### src/hw/rtl/cgpd_pkg.sv
// Shared types, constants and helpers for the CTC greedy plate decoder.
`timescale 1ns / 1ps

package cgpd_pkg;

  localparam int DEF_MAX_TIMESTEPS = 64;
  localparam int DEF_SCORE_BITS    = 16;

  localparam int CLS_W   = 6;
  localparam int CNT_W   = 7;
  localparam int SUM_W   = 22;
  localparam int CONF_W  = 16;
  localparam int ASCII_W = 7;
  localparam int OUT_W   = 48;
  localparam int ADDR_W  = 5;
  localparam int DATA_W  = 32;

  localparam logic [CLS_W-1:0] TABLE_SIZE   = 6'd36;
  localparam logic [CNT_W-1:0] MAX_CLASSES  = 7'd64;
  localparam logic [SUM_W-1:0] SUM_CAP      = {SUM_W{1'b1}};

  localparam logic [CNT_W-1:0]  RST_CLASS_COUNT  = 7'd37;
  localparam logic [CLS_W-1:0]  RST_CHARSET_SIZE = 6'd36;
  localparam logic [CNT_W-1:0]  RST_MIN_LENGTH   = 7'd4;
  localparam logic [CNT_W-1:0]  RST_MAX_LENGTH   = 7'd8;
  localparam logic [CONF_W-1:0] RST_MIN_CONF     = 16'd39321;

  typedef enum logic [2:0] {
    REG_CLASS_COUNT    = 3'd0,
    REG_CHARSET_SIZE   = 3'd1,
    REG_MIN_LENGTH     = 3'd2,
    REG_MAX_LENGTH     = 3'd3,
    REG_MIN_CONF       = 3'd4
  } cfg_idx_t;

  typedef struct packed {
    logic [CNT_W-1:0]  class_count;
    logic [CLS_W-1:0]  charset_size;
    logic [CNT_W-1:0]  min_length;
    logic [CNT_W-1:0]  max_length;
    logic [CONF_W-1:0] min_conf;
  } cfg_regs_t;

  typedef enum logic [1:0] {
    ST_RUN,
    ST_DIV_GO,
    ST_DIV_WAIT,
    ST_VERDICT
  } state_t;

  typedef struct packed {
    logic step;
    logic div_start;
    logic verdict;
  } dp_cmd_t;

  typedef struct packed {
    logic out_free;
    logic div_done;
  } dp_status_t;

  function automatic logic [ASCII_W-1:0] class_ascii(input logic [CLS_W-1:0] idx);
    if (idx < 6'd10) begin
      return ASCII_W'(7'd48 + {1'b0, idx});
    end else begin
      return ASCII_W'(7'd55 + {1'b0, idx});
    end
  endfunction

endpackage

### src/hw/rtl/cgpd_cfg.sv
// APB-style configuration register bank.
`timescale 1ns / 1ps

module cgpd_cfg
  import cgpd_pkg::*;
(
  input  logic              clk,
  input  logic              rst_n,
  input  logic              cfg_psel,
  input  logic              cfg_penable,
  input  logic              cfg_pwrite,
  input  logic [ADDR_W-1:0] cfg_paddr,
  input  logic [DATA_W-1:0] cfg_pwdata,
  output logic [DATA_W-1:0] cfg_prdata,
  output logic              cfg_pready,
  output cfg_regs_t         regs
);

  cfg_regs_t regs_r;
  cfg_idx_t  idx;
  logic      wr;

  assign idx        = cfg_idx_t'(cfg_paddr[4:2]);
  assign cfg_pready = 1'b1;
  assign wr         = cfg_psel && cfg_penable && cfg_pwrite;
  assign regs       = regs_r;

  always_ff @(posedge clk) begin
    if (!rst_n) begin
      regs_r.class_count    <= RST_CLASS_COUNT;
      regs_r.charset_size   <= RST_CHARSET_SIZE;
      regs_r.min_length     <= RST_MIN_LENGTH;
      regs_r.max_length     <= RST_MAX_LENGTH;
      regs_r.min_conf       <= RST_MIN_CONF;
    end else if (wr) begin
      case (idx)
        REG_CLASS_COUNT:    regs_r.class_count    <= cfg_pwdata[CNT_W-1:0];
        REG_CHARSET_SIZE:   regs_r.charset_size   <= cfg_pwdata[CLS_W-1:0];
        REG_MIN_LENGTH:     regs_r.min_length     <= cfg_pwdata[CNT_W-1:0];
        REG_MAX_LENGTH:     regs_r.max_length     <= cfg_pwdata[CNT_W-1:0];
        REG_MIN_CONF:       regs_r.min_conf       <= cfg_pwdata[CONF_W-1:0];
        default: ;
      endcase
    end
  end

  always_comb begin
    case (idx)
      REG_CLASS_COUNT:    cfg_prdata = DATA_W'(regs_r.class_count);
      REG_CHARSET_SIZE:   cfg_prdata = DATA_W'(regs_r.charset_size);
      REG_MIN_LENGTH:     cfg_prdata = DATA_W'(regs_r.min_length);
      REG_MAX_LENGTH:     cfg_prdata = DATA_W'(regs_r.max_length);
      REG_MIN_CONF:       cfg_prdata = DATA_W'(regs_r.min_conf);
      default:            cfg_prdata = '0;
    endcase
  end

endmodule

### src/hw/rtl/cgpd_divider.sv
// Restoring shift-subtract divider, one quotient bit per cycle.
`timescale 1ns / 1ps

module cgpd_divider
  import cgpd_pkg::*;
(
  input  logic             clk,
  input  logic             rst_n,
  input  logic             start,
  input  logic [SUM_W-1:0] dividend,
  input  logic [CNT_W-1:0] divisor,
  output logic [SUM_W-1:0] quotient,
  output logic             done
);

  localparam int ITER_W = $clog2(SUM_W);
  localparam logic [ITER_W-1:0] LAST_ITER = ITER_W'(SUM_W - 1);

  logic              busy_r, busy_nxt;
  logic              done_r, done_nxt;
  logic [ITER_W-1:0] iter_r, iter_nxt;
  logic [CNT_W-1:0]  rem_r, rem_nxt;
  logic [SUM_W-1:0]  quo_r, quo_nxt;
  logic [CNT_W-1:0]  div_r, div_nxt;
  logic [CNT_W:0]    shifted;
  logic [CNT_W+1:0]  diff;

  assign shifted  = {rem_r, quo_r[SUM_W-1]};
  assign diff     = {1'b0, shifted} - {2'b00, div_r};
  assign quotient = quo_r;
  assign done     = done_r;

  always_comb begin
    busy_nxt = busy_r;
    done_nxt = 1'b0;
    iter_nxt = iter_r;
    rem_nxt  = rem_r;
    quo_nxt  = quo_r;
    div_nxt  = div_r;
    if (start) begin
      busy_nxt = 1'b1;
      iter_nxt = '0;
      rem_nxt  = '0;
      quo_nxt  = dividend;
      div_nxt  = divisor;
    end else if (busy_r) begin
      if (!diff[CNT_W+1]) begin
        rem_nxt = diff[CNT_W-1:0];
        quo_nxt = {quo_r[SUM_W-2:0], 1'b1};
      end else begin
        rem_nxt = shifted[CNT_W-1:0];
        quo_nxt = {quo_r[SUM_W-2:0], 1'b0};
      end
      iter_nxt = iter_r + 1'b1;
      if (iter_r == LAST_ITER) begin
        busy_nxt = 1'b0;
        done_nxt = 1'b1;
      end
    end
  end

  always_ff @(posedge clk) begin
    if (!rst_n) begin
      busy_r <= 1'b0;
      done_r <= 1'b0;
      iter_r <= '0;
    end else begin
      busy_r <= busy_nxt;
      done_r <= done_nxt;
      iter_r <= iter_nxt;
    end
  end

  always_ff @(posedge clk) begin
    rem_r <= rem_nxt;
    quo_r <= quo_nxt;
    div_r <= div_nxt;
  end

endmodule

### src/hw/rtl/cgpd_datapath.sv
// Datapath: running argmax, frame accumulators, averaging and output register.
`timescale 1ns / 1ps

module cgpd_datapath
  import cgpd_pkg::*;
#(
  parameter int MAX_TIMESTEPS = DEF_MAX_TIMESTEPS,
  parameter int SCORE_BITS    = DEF_SCORE_BITS
) (
  input  logic                  clk,
  input  logic                  rst_n,
  input  cfg_regs_t             regs,
  input  dp_cmd_t               cmd,
  output dp_status_t            status,
  input  logic [SCORE_BITS-1:0] score,
  input  logic                  frame_end,
  output logic                  out_valid,
  input  logic                  out_ready,
  output logic [OUT_W-1:0]      out_data,
  output logic                  out_kind,
  output logic                  out_end
);

  localparam int CAP_I = (MAX_TIMESTEPS < 127) ? MAX_TIMESTEPS : 127;
  localparam logic [CNT_W-1:0] COUNT_CAP = CAP_I[CNT_W-1:0];
  localparam int EXT_W = (SCORE_BITS > CONF_W) ? SCORE_BITS : CONF_W;
  localparam int ADD_W = ((SCORE_BITS > SUM_W) ? SCORE_BITS : SUM_W) + 1;

  logic [CLS_W-1:0]      pos_r, pos_nxt;
  logic [SCORE_BITS-1:0] best_r, best_nxt;
  logic [CLS_W-1:0]      bcls_r, bcls_nxt;
  logic [CLS_W-1:0]      prev_r, prev_nxt;
  logic [SUM_W-1:0]      sum_r, sum_nxt;
  logic [CNT_W-1:0]      count_r, count_nxt;
  logic                  ov_r, ov_nxt;
  logic [OUT_W-1:0]      od_r, od_nxt;
  logic                  ok_r, ok_nxt;
  logic                  oe_r, oe_nxt;

  logic [CNT_W-1:0]      n_eff;
  logic [CLS_W-1:0]      limit;
  logic                  take;
  logic [SCORE_BITS-1:0] bs;
  logic [CLS_W-1:0]      bc;
  logic [CNT_W-1:0]      pos_inc;
  logic                  close;
  logic                  emit;
  logic [ADD_W-1:0]      sum_add;
  logic [SUM_W-1:0]      sum_sat;
  logic [CNT_W-1:0]      len_char;
  logic [EXT_W-1:0]      bs_ext;
  logic [SUM_W-1:0]      quotient;
  logic                  div_done;
  logic [CONF_W-1:0]     avg;
  logic                  accept;

  cgpd_divider u_div (
    .clk      (clk),
    .rst_n    (rst_n),
    .start    (cmd.div_start),
    .dividend (sum_r),
    .divisor  (count_r),
    .quotient (quotient),
    .done     (div_done)
  );

  assign status.out_free = !ov_r || out_ready;
  assign status.div_done = div_done;
  assign out_valid = ov_r;
  assign out_data  = od_r;
  assign out_kind  = ok_r;
  assign out_end   = oe_r;

  always_comb begin
    if (regs.class_count == '0) begin
      n_eff = CNT_W'(1);
    end else if (regs.class_count > MAX_CLASSES) begin
      n_eff = MAX_CLASSES;
    end else begin
      n_eff = regs.class_count;
    end
    limit   = (regs.charset_size < TABLE_SIZE) ? regs.charset_size : TABLE_SIZE;
    take    = (pos_r == '0) || (score > best_r);
    bs      = take ? score : best_r;
    bc      = take ? pos_r : bcls_r;
    pos_inc = {1'b0, pos_r} + 1'b1;
    close   = (pos_inc >= n_eff) || frame_end;
    emit    = close && (bc < limit) && (bc != prev_r);
    sum_add = ADD_W'(sum_r) + ADD_W'(bs);
    sum_sat = (sum_add > ADD_W'(SUM_CAP)) ? SUM_CAP : sum_add[SUM_W-1:0];
    len_char = (count_r < COUNT_CAP) ? count_r + 1'b1 : count_r;
    bs_ext  = EXT_W'(bs);
    if (count_r == '0) begin
      avg = '0;
    end else if (quotient > SUM_W'({CONF_W{1'b1}})) begin
      avg = {CONF_W{1'b1}};
    end else begin
      avg = quotient[CONF_W-1:0];
    end
    accept = (count_r != '0) && (count_r >= regs.min_length) &&
             (count_r <= regs.max_length) && (avg >= regs.min_conf);
  end

  always_comb begin
    pos_nxt   = pos_r;
    best_nxt  = best_r;
    bcls_nxt  = bcls_r;
    prev_nxt  = prev_r;
    sum_nxt   = sum_r;
    count_nxt = count_r;
    ov_nxt    = ov_r && !out_ready;
    od_nxt    = od_r;
    ok_nxt    = ok_r;
    oe_nxt    = oe_r;
    if (cmd.step) begin
      if (close) begin
        pos_nxt  = '0;
        best_nxt = '0;
        bcls_nxt = '0;
        prev_nxt = bc;
      end else begin
        pos_nxt  = pos_inc[CLS_W-1:0];
        best_nxt = bs;
        bcls_nxt = bc;
      end
      if (emit) begin
        if (count_r < COUNT_CAP) begin
          count_nxt = len_char;
          sum_nxt   = sum_sat;
        end
        ov_nxt = 1'b1;
        ok_nxt = 1'b0;
        oe_nxt = 1'b0;
        od_nxt = {2'b00, {CONF_W{1'b0}}, len_char, bs_ext[CONF_W-1:0], class_ascii(bc)};
      end
    end else if (cmd.verdict) begin
      ov_nxt    = 1'b1;
      ok_nxt    = 1'b1;
      oe_nxt    = 1'b1;
      od_nxt    = {1'b0, accept, avg, count_r, {CONF_W{1'b0}}, {ASCII_W{1'b0}}};
      pos_nxt   = '0;
      best_nxt  = '0;
      bcls_nxt  = '0;
      prev_nxt  = regs.charset_size;
      sum_nxt   = '0;
      count_nxt = '0;
    end
  end

  always_ff @(posedge clk) begin
    if (!rst_n) begin
      pos_r   <= '0;
      best_r  <= '0;
      bcls_r  <= '0;
      prev_r  <= RST_CHARSET_SIZE;
      sum_r   <= '0;
      count_r <= '0;
      ov_r    <= 1'b0;
    end else begin
      pos_r   <= pos_nxt;
      best_r  <= best_nxt;
      bcls_r  <= bcls_nxt;
      prev_r  <= prev_nxt;
      sum_r   <= sum_nxt;
      count_r <= count_nxt;
      ov_r    <= ov_nxt;
    end
  end

  always_ff @(posedge clk) begin
    od_r <= od_nxt;
    ok_r <= ok_nxt;
    oe_r <= oe_nxt;
  end

endmodule

### src/hw/rtl/cgpd_ctrl.sv
// Controller state machine: input flow control and frame-end sequencing.
`timescale 1ns / 1ps

module cgpd_ctrl
  import cgpd_pkg::*;
(
  input  logic       clk,
  input  logic       rst_n,
  input  logic       in_tvalid,
  input  logic       in_tlast,
  output logic       in_tready,
  input  dp_status_t status,
  output dp_cmd_t    cmd
);

  state_t state_r, state_nxt;

  always_ff @(posedge clk) begin
    if (!rst_n) begin
      state_r <= ST_RUN;
    end else begin
      state_r <= state_nxt;
    end
  end

  always_comb begin
    state_nxt     = state_r;
    in_tready     = 1'b0;
    cmd.step      = 1'b0;
    cmd.div_start = 1'b0;
    cmd.verdict   = 1'b0;
    case (state_r)
      ST_RUN: begin
        in_tready = status.out_free;
        cmd.step  = in_tvalid && status.out_free;
        if (cmd.step && in_tlast) begin
          state_nxt = ST_DIV_GO;
        end
      end
      ST_DIV_GO: begin
        cmd.div_start = 1'b1;
        state_nxt     = ST_DIV_WAIT;
      end
      ST_DIV_WAIT: begin
        if (status.div_done) begin
          state_nxt = ST_VERDICT;
        end
      end
      ST_VERDICT: begin
        if (status.out_free) begin
          cmd.verdict = 1'b1;
          state_nxt   = ST_RUN;
        end
      end
      default: state_nxt = ST_RUN;
    endcase
  end

endmodule

### src/hw/rtl/ctc_greedy_plate_decoder.sv
// Top level of the CTC greedy licence-plate decoder.
`timescale 1ns / 1ps

// Class scores arrive one per transfer, timestep-major; the block takes one score per
// cycle while the output register is free. A score that closes a timestep and emits a
// character fills the output register, so the next score waits only if that character
// is not taken at once. The score marked with tlast closes the frame: the average
// confidence then comes from a shift-subtract divider that yields one quotient bit per
// cycle, and both the verdict transfer and the next score wait until the divider is
// done. Verdict transfers carry tuser = 1 and tlast = 1; character transfers carry 0.
// Configuration may be written only while no frame-end sequence is running.

module ctc_greedy_plate_decoder
  import cgpd_pkg::*;
#(
  parameter int MAX_TIMESTEPS = DEF_MAX_TIMESTEPS,
  parameter int SCORE_BITS    = DEF_SCORE_BITS,
  localparam int IN_W = ((SCORE_BITS + 7) / 8) * 8
) (
  input  logic              clk,
  input  logic              rst_n,
  input  logic              in_tvalid,
  output logic              in_tready,
  input  logic [IN_W-1:0]   in_tdata,   // score, zero padding
  input  logic              in_tlast,
  output logic              out_tvalid,
  input  logic              out_tready,
  // char_ascii[6:0], char_conf[22:7], plate_length[29:23], avg_conf[45:30],
  // accepted[46], zero[47]
  output logic [OUT_W-1:0]  out_tdata,
  output logic              out_tuser,  // is_verdict
  output logic              out_tlast,
  input  logic              cfg_psel,
  input  logic              cfg_penable,
  input  logic              cfg_pwrite,
  input  logic [ADDR_W-1:0] cfg_paddr,
  input  logic [DATA_W-1:0] cfg_pwdata,
  output logic [DATA_W-1:0] cfg_prdata,
  output logic              cfg_pready
);

  cfg_regs_t  regs;
  dp_cmd_t    cmd;
  dp_status_t status;

  cgpd_cfg u_cfg (
    .clk         (clk),
    .rst_n       (rst_n),
    .cfg_psel    (cfg_psel),
    .cfg_penable (cfg_penable),
    .cfg_pwrite  (cfg_pwrite),
    .cfg_paddr   (cfg_paddr),
    .cfg_pwdata  (cfg_pwdata),
    .cfg_prdata  (cfg_prdata),
    .cfg_pready  (cfg_pready),
    .regs        (regs)
  );

  cgpd_ctrl u_ctrl (
    .clk       (clk),
    .rst_n     (rst_n),
    .in_tvalid (in_tvalid),
    .in_tlast  (in_tlast),
    .in_tready (in_tready),
    .status    (status),
    .cmd       (cmd)
  );

  cgpd_datapath #(
    .MAX_TIMESTEPS (MAX_TIMESTEPS),
    .SCORE_BITS    (SCORE_BITS)
  ) u_dp (
    .clk       (clk),
    .rst_n     (rst_n),
    .regs      (regs),
    .cmd       (cmd),
    .status    (status),
    .score     (in_tdata[SCORE_BITS-1:0]),
    .frame_end (in_tlast),
    .out_valid (out_tvalid),
    .out_ready (out_tready),
    .out_data  (out_tdata),
    .out_kind  (out_tuser),
    .out_end   (out_tlast)
  );

endmodule
### config.mk
export PLATFORM = sky130hd
export DESIGN_NAME = ctc_greedy_plate_decoder
export DESIGN_NICKNAME = d
export VERILOG_FILES = /design/src/hw/rtl/cgpd_pkg.sv /design/src/hw/rtl/cgpd_cfg.sv /design/src/hw/rtl/cgpd_divider.sv /design/src/hw/rtl/cgpd_datapath.sv /design/src/hw/rtl/cgpd_ctrl.sv /design/src/hw/rtl/ctc_greedy_plate_decoder.sv
export SDC_FILE = /design/constraint.sdc
export NUM_CORES = 1
export LEC_CHECK = 0
export ABC_AREA = 1
export BUFFER_PORTS_ARGS = -buffer_cell sky130_fd_sc_hd__buf_4
export CORE_UTILIZATION = 47
export DETAILED_ROUTE_END_ITERATION = 7
export GPL_TIMING_DRIVEN = 0
export PLACE_DENSITY = 0.75
export SETUP_SLACK_MARGIN = 0.05
export SLEW_MARGIN = 20
export SYNTH_ARGS = -nofsm -noshare
export SYNTH_HDL_FRONTEND = slang
export SYNTH_SLANG_ARGS = --single-unit
export TNS_END_PERCENT = 30
### constraint.sdc
create_clock -name clk -period 5.8 [get_ports clk]
set_input_delay 1.16 -clock clk [delete_from_list [all_inputs] [get_ports clk]]
set_output_delay 1.16 -clock clk [all_outputs]
set_load 0.02 [all_outputs]
After elaboration in Yosys (flattened, before gate mapping)
Index checks and enable logic that the tools add are counted.
{"block": "word_totals", "register_bits": 201, "elab_cells": 147, "inputBits": 61, "output_inout_bits": 85}
{"block": "op_classes", "n_eq_ne": 15, "mux": 56, "add_sub_neg": 7, "n_reduce_logical": 34, "bitwise": 2, "n_lt_le_gt_ge": 12}
{"op": "$mux 22", "n": 7}
{"op": "$mux 48", "n": 3}
{"op": "$mux 16", "n": 6}
{"op": "$pmux 16 s5", "n": 1}
{"op": "$mux 7", "n": 9}
{"op": "$mux 6", "n": 10}
{"op": "$add 22x16->23", "n": 1}
{"op": "$gt 23x22->1 const B", "n": 1}
{"op": "$gt 22x16->1 const B", "n": 1}
{"op": "$ge 16x16->1", "n": 1}
{"op": "$gt 16x16->1", "n": 1}
{"op": "$mux 1", "n": 16}
{"op": "$add 6x6->7 const A", "n": 2}
{"op": "$ge 7x7->1", "n": 2}
{"op": "$logic_not 7->1", "n": 2}
{"op": "$reduce_and 2->1", "n": 7}
{"op": "$ne 2x1->1 const B", "n": 6}
{"op": "$logic_and 1x1->1", "n": 10}
{"op": "$sub 8x7->9", "n": 1}
{"op": "$pmux 2 s4", "n": 1}
{"op": "$add 6x1->7 const B", "n": 1}
{"op": "$add 7x1->7 const B", "n": 1}
{"op": "$gt 7x7->1 const B", "n": 1}
{"op": "$le 7x7->1", "n": 1}
{"op": "24 further kinds", "n": 34}

Depth between registers and ports, before layout
{"block": "depth", "ltp_word": 9, "ltp_mapped": 35, "depth_no_buf": 33}

Modules after synthesis
A second synthesis with hierarchy kept.
{"block": "hier_totals", "cells_unflattened": 1716, "area_unflattened_um2": 12488.2}
{"module": "cgpd_datapath", "seq_area_each_um2": 2722.6, "cells_each": 1078, "area_per_inst_um2": 7823.8, "instances": 1}
{"module": "cgpd_cfg", "seq_area_each_um2": 860.8, "cells_each": 356, "area_per_inst_um2": 2311.0, "instances": 1}
{"module": "cgpd_divider", "seq_area_each_um2": 1151.1, "cells_each": 250, "area_per_inst_um2": 2149.6, "instances": 1}
{"module": "cgpd_ctrl", "seq_area_each_um2": 40.0, "cells_each": 32, "area_per_inst_um2": 203.9, "instances": 1}

Worst setup path before layout
OpenSTA, ideal clock, no wires.
{"block": "synth_path", "path_type": "input-to-reg", "start": "input port in_tdata[15]", "end": "register u_dp.sum_r[5]", "arrival_ps": 4552, "n_path_buf": 3, "path_slack_ps": 1133, "stages": 27, "setup_ps": 115, "required_ps": 5685, "path_cell_list": "ha_1 nand2_1 nor3_2 nand2_1 nand2_2 nand2_4 nand2_4 buf_6 clkbuf_1 o21ai_0 ha_1 fa_1 nand2_1 inv_1 nand2_1 nand2_1 a21oi_1 o21ai_2 nand3_1 nand2_1 nand2_1 nor3_4 buf_2 o21ai_0 nand4_1 nand2_1 nor2_1"}
{"block": "synth_via", "elab_chain_cells": 9, "elab_cells_between_ends": 16, "classes_between": "add/sub: 1; order compare: 3; eq/ne: 2; mux: 6; reduce/logical: 4"}
{"item": "start, declared", "line_no": "ctc_greedy_plate_decoder.sv:24", "source": "input logic [IN_W-1:0] in_tdata,"}
{"item": "$gt 16x16->1 *", "line_no": "cgpd_datapath.sv:83", "source": "take = (pos_r == '0) || (score > best_r);"}
{"item": "$logic_or 1x1->1 *", "line_no": "cgpd_datapath.sv:83"}
{"item": "$mux 16 *", "line_no": "cgpd_datapath.sv:84", "source": "bs = take ? score : best_r;"}
{"item": "via u_dp.bs[0]", "line_no": "cgpd_datapath.sv:43", "source": "logic [SCORE_BITS-1:0] bs;"}
{"item": "$add 22x16->23 *", "line_no": "cgpd_datapath.sv:89", "source": "sum_add = ADD_W'(sum_r) + ADD_W'(bs);"}
{"item": "$gt 23x22->1", "line_no": "cgpd_datapath.sv:90", "source": "sum_sat = (sum_add > ADD_W'(SUM_CAP)) ? SUM_CAP : sum_add[SUM_W-1:0];"}
{"item": "$mux 22 *", "line_no": "cgpd_datapath.sv:90"}
{"item": "$mux 22 *", "line_no": "cgpd_datapath.sv:127", "source": "if (count_r < COUNT_CAP) begin"}
{"item": "$mux 22 *", "line_no": "cgpd_datapath.sv:126", "source": "if (emit) begin"}
{"item": "$mux 22 *", "line_no": "cgpd_datapath.sv:115", "source": "if (cmd.step) begin"}
{"item": "end signal, assigned", "line_no": "cgpd_datapath.sv:164", "source": "sum_r <= sum_nxt;"}
{"item": "end, declared", "line_no": "cgpd_datapath.sv:33", "source": "logic [SUM_W-1:0] sum_r, sum_nxt;"}
The timed path passes the listed nets; every way through them passes the cells marked *. The select of a mux whose other input is x is not followed.
A chain may end at the register's enable or synchronous reset.

Worst setup path after layout
{"block": "layout_path", "start": "input port in_tdata[15]", "end": "register u_dp.sum_r[9]"}
The elaborated chain is that of the path after synthesis.

==> metrics.cfg <==
[run_status]
status = completed

[clock_tree]
cts-root-buf = clkbuf_16
h-tree-depth = 4
clk_pin_slew_ns = 0.07
cts_sinks = 200
cts_tree = done
clock_path_buffers = 2
post-cts-setup-buffers = 0
clk_latency_ns = 0.45
cts_buffers = 17

[sta]
skew_ns = 0.01294
slew_violations = 0
finalCritPeriodShare_pct = 91.17
finalHoldViolCount = 0
slew_headroom_pct = 43.65
worst_slew_pin_slew_ns = 0.8364
hold_slack_ns = 0.4698
fin_crit_ns = 5.288
clock.fmax_mhz = 189.1
setup_ws_ns = 0.5124
rsz0062_at_grt = no
setup_viol = 0

[global_route]
grt_max_degree = 58
antenna_found_initial = 0
grt_pass1_wl_um = 50450
grt_use_total_pct = 24.65
overflow = 0
grt_pass1_vias = 9933

[synth]
synth_area_um2 = 11720
async_reset_ff_share_pct = 0
syn_area_per_cell_um2 = 7.768
synth_cells = 1509
yosys-top-cells-count = 274 x nand2_1, 193 x inv_1, 184 x a21oi_1
synthMostInstantiatedCell = nand2_1
yosysSeqAreaShare_pct = 40.73
synthFlopType = dfxtp_1
synth_area_leaders = dfxtp_1 21%, edfxtp_1 20%, ha_1 10%, nand2_1 8.8%, a21oi_1 7.9%
synth_edf_count = 77
yosysWarningCount = 0
yosysTopAreaCell = dfxtp_1
synth_cell_types = 50
synth_top_area_share_pct = 21.01
ys_ff_latch = 200

[power_and_ir_drop]
power_per_cell_area_nw_per_um2 = 425.6
p_seq_share_pct = 36.8
vdd_ir_drop_max_uv = 201.4
swShare_pct = 41.24
internal_power_mw = 3.389
combPwrFrac_pct = 43.7
switchingPower_mw = 2.379
p_leak_nw = 6.010
pwr-share-clk_pct = 19.5

[place]
portBuffers = 109
place_hpwl_um = 23980
dp_slack_ns = -0.05391
place.gp.congestion = 0.9398

[routing]
vias = 10800
ant_nets = 0
detail_route.wl_per_cell_um = 15.78
drtPass1Iterations = 6
routed_wl_um = 31400
drc = 0
drt-initial-drc-count = 1038
viasPerCell = 5.425

[final_layout]
layout-area-overhead-vs-synth_pct = 15.63
fin_util_pct = 55.57
drive_gt1_share_pct = 11.40
diodes = 0
nets = 1813

[setup_path]
crit_type = in2reg
timing.critical_path.buf_inv = 5
cp.required_ns = 6.17
start_kind = input pin
max_stage_delay_ns = 0.36
path_delay_family = simple AND/OR/NAND/NOR gates
arrival_ns = 5.66
critical_path.max_fanout = 10
crit_path_end_kind = flip-flop
cpMaxStageDelayCell = clkbuf_1
crit_path_frequent_cell = nand2_1

[hold_path]
hp-class = reg2reg

[run]
cap_viol_max_count = 0

[floorplanning]
start_util_pct = 48.06
ios = 146
rows = 57
coreArea_um2 = 24390
die_w_um = 159.9
dieArea_um2 = 25570
dieHeight_um = 159.9

-- tightest hold or removal path, stage by stage (launching register included) --
cell	delay (ns)
dfxtp_1	0.31
nand2_1	0.06
a21oi_1	0.05
-- cell usage in the layout, fill, tap and decap left out, types with 6 or more instances in the layout --
master and count:
nand2_1 273, inv_1 193, a21oi_1 184, o21ai_0 145
buf_4 128, dfxtp_1 123, nor2_1 122, ha_1 97
edfxtp_1 77, clkbuf_1 53, nand3_1 51, nand4_1 37
conb_1 18, xor2_1 17, clkbuf_16 17, nor3_1 13
o211ai_1 13, o22ai_1 8, nand2_2 6, buf_6 6
-- worst paths after layout --
kind                                     start                           to  slack, ns  cells past startpoint
setup / recovery                  in_tdata[15]   u_dp.sum_r[9]$_SDFFE_PN0P_       0.51                     29
hold / removal     u_dp.bcls_r[5]$_SDFFE_PN0P_  u_dp.bcls_r[5]$_SDFFE_PN0P_       0.47                      2
setup reg to reg  u_dp.best_r[15]$_SDFFE_PN0P_   u_dp.sum_r[9]$_SDFFE_PN0P_       0.95                     29
hold reg to reg    u_dp.bcls_r[5]$_SDFFE_PN0P_  u_dp.bcls_r[5]$_SDFFE_PN0P_       0.47                      2
-- state kept, by name, summed over array words and instances (netlist names) --
register             count
u_ctrl.state_r           2
u_cfg.regs              43
u_dp.out_valid           1
u_dp.out_kind            1
u_dp.out_data           47
u_dp.sum_r              22
u_dp.bcls_r              6
u_dp.count_r             7
u_dp.u_div.div_r         7
u_dp.best_r             16
u_dp.u_div.done          1
u_dp.u_div.iter_r        5
u_dp.pos_r               6
u_dp.u_div.quotient     22
u_dp.u_div.busy_r        1
u_dp.u_div.rem_r         7
u_dp.prev_r              6
-- per-layer routing --
metal / GRT usage (%) / up-vias / part of all wire (%)
li1: - / 5340 / -
met1: 32.30 / 4985 / 43
met2: 41.40 / 412 / 47
met3: 3.273 / 58 / 6.7
met4: 9.177 / 0 / 2.7
met5: 0 / - / 0
-- timing repair --
item / 4_1_cts / 5_1_grt
gates resized for setup: 0 / 2
endpoints found under the setup margin: 0 / 11
hold buffers: 0 / 0
-- cell families after synthesis --
kind of cell / synth area share, %
compound gates: 17.72
other cells: 0.06407
fa+ha+maj: 10.70
xor+xnor: 1.644
buf+inv: 9.917
simple gates: 19.23
flops: 40.73
-- stage by stage --
step                      cells  total power [mW]  setup TNS [ns]  instance area (um^2)
after detailed placement   1958             4.621         -0.2807                 13010
after CTS                  1990             5.745               0                 13540
after floorplan            1525             3.863               0                 11780
final                      1990             5.768               0                 13550
after global routing       1990             6.178               0                 13550
after global placement     1958             4.543        -0.06144                 13010
-- layout make-up --
type,instances,area [um^2]
clock buffer,20,436.7
buffer,83,434.2
inverter,194,728.2
fill,2320,10840
tap,324,405.4
sequential,200,4775
clock inverter,12,102.6
timing repair buffer,109,818.3
multi-input combinational,1048,5853
-- power by group through the flow --
stage	logic, mW	clock network [mW]	registers [mW]
2_1_floorplan	1.67	0	2.20
3_3_place_gp	2.40	0	2.14
3_5_place_dp	2.47	0	2.15
4_1_cts	2.50	1.13	2.12
5_1_grt	2.83	1.19	2.16
6_report	2.52	1.12	2.12
Power figures use the tool's default switching activity.
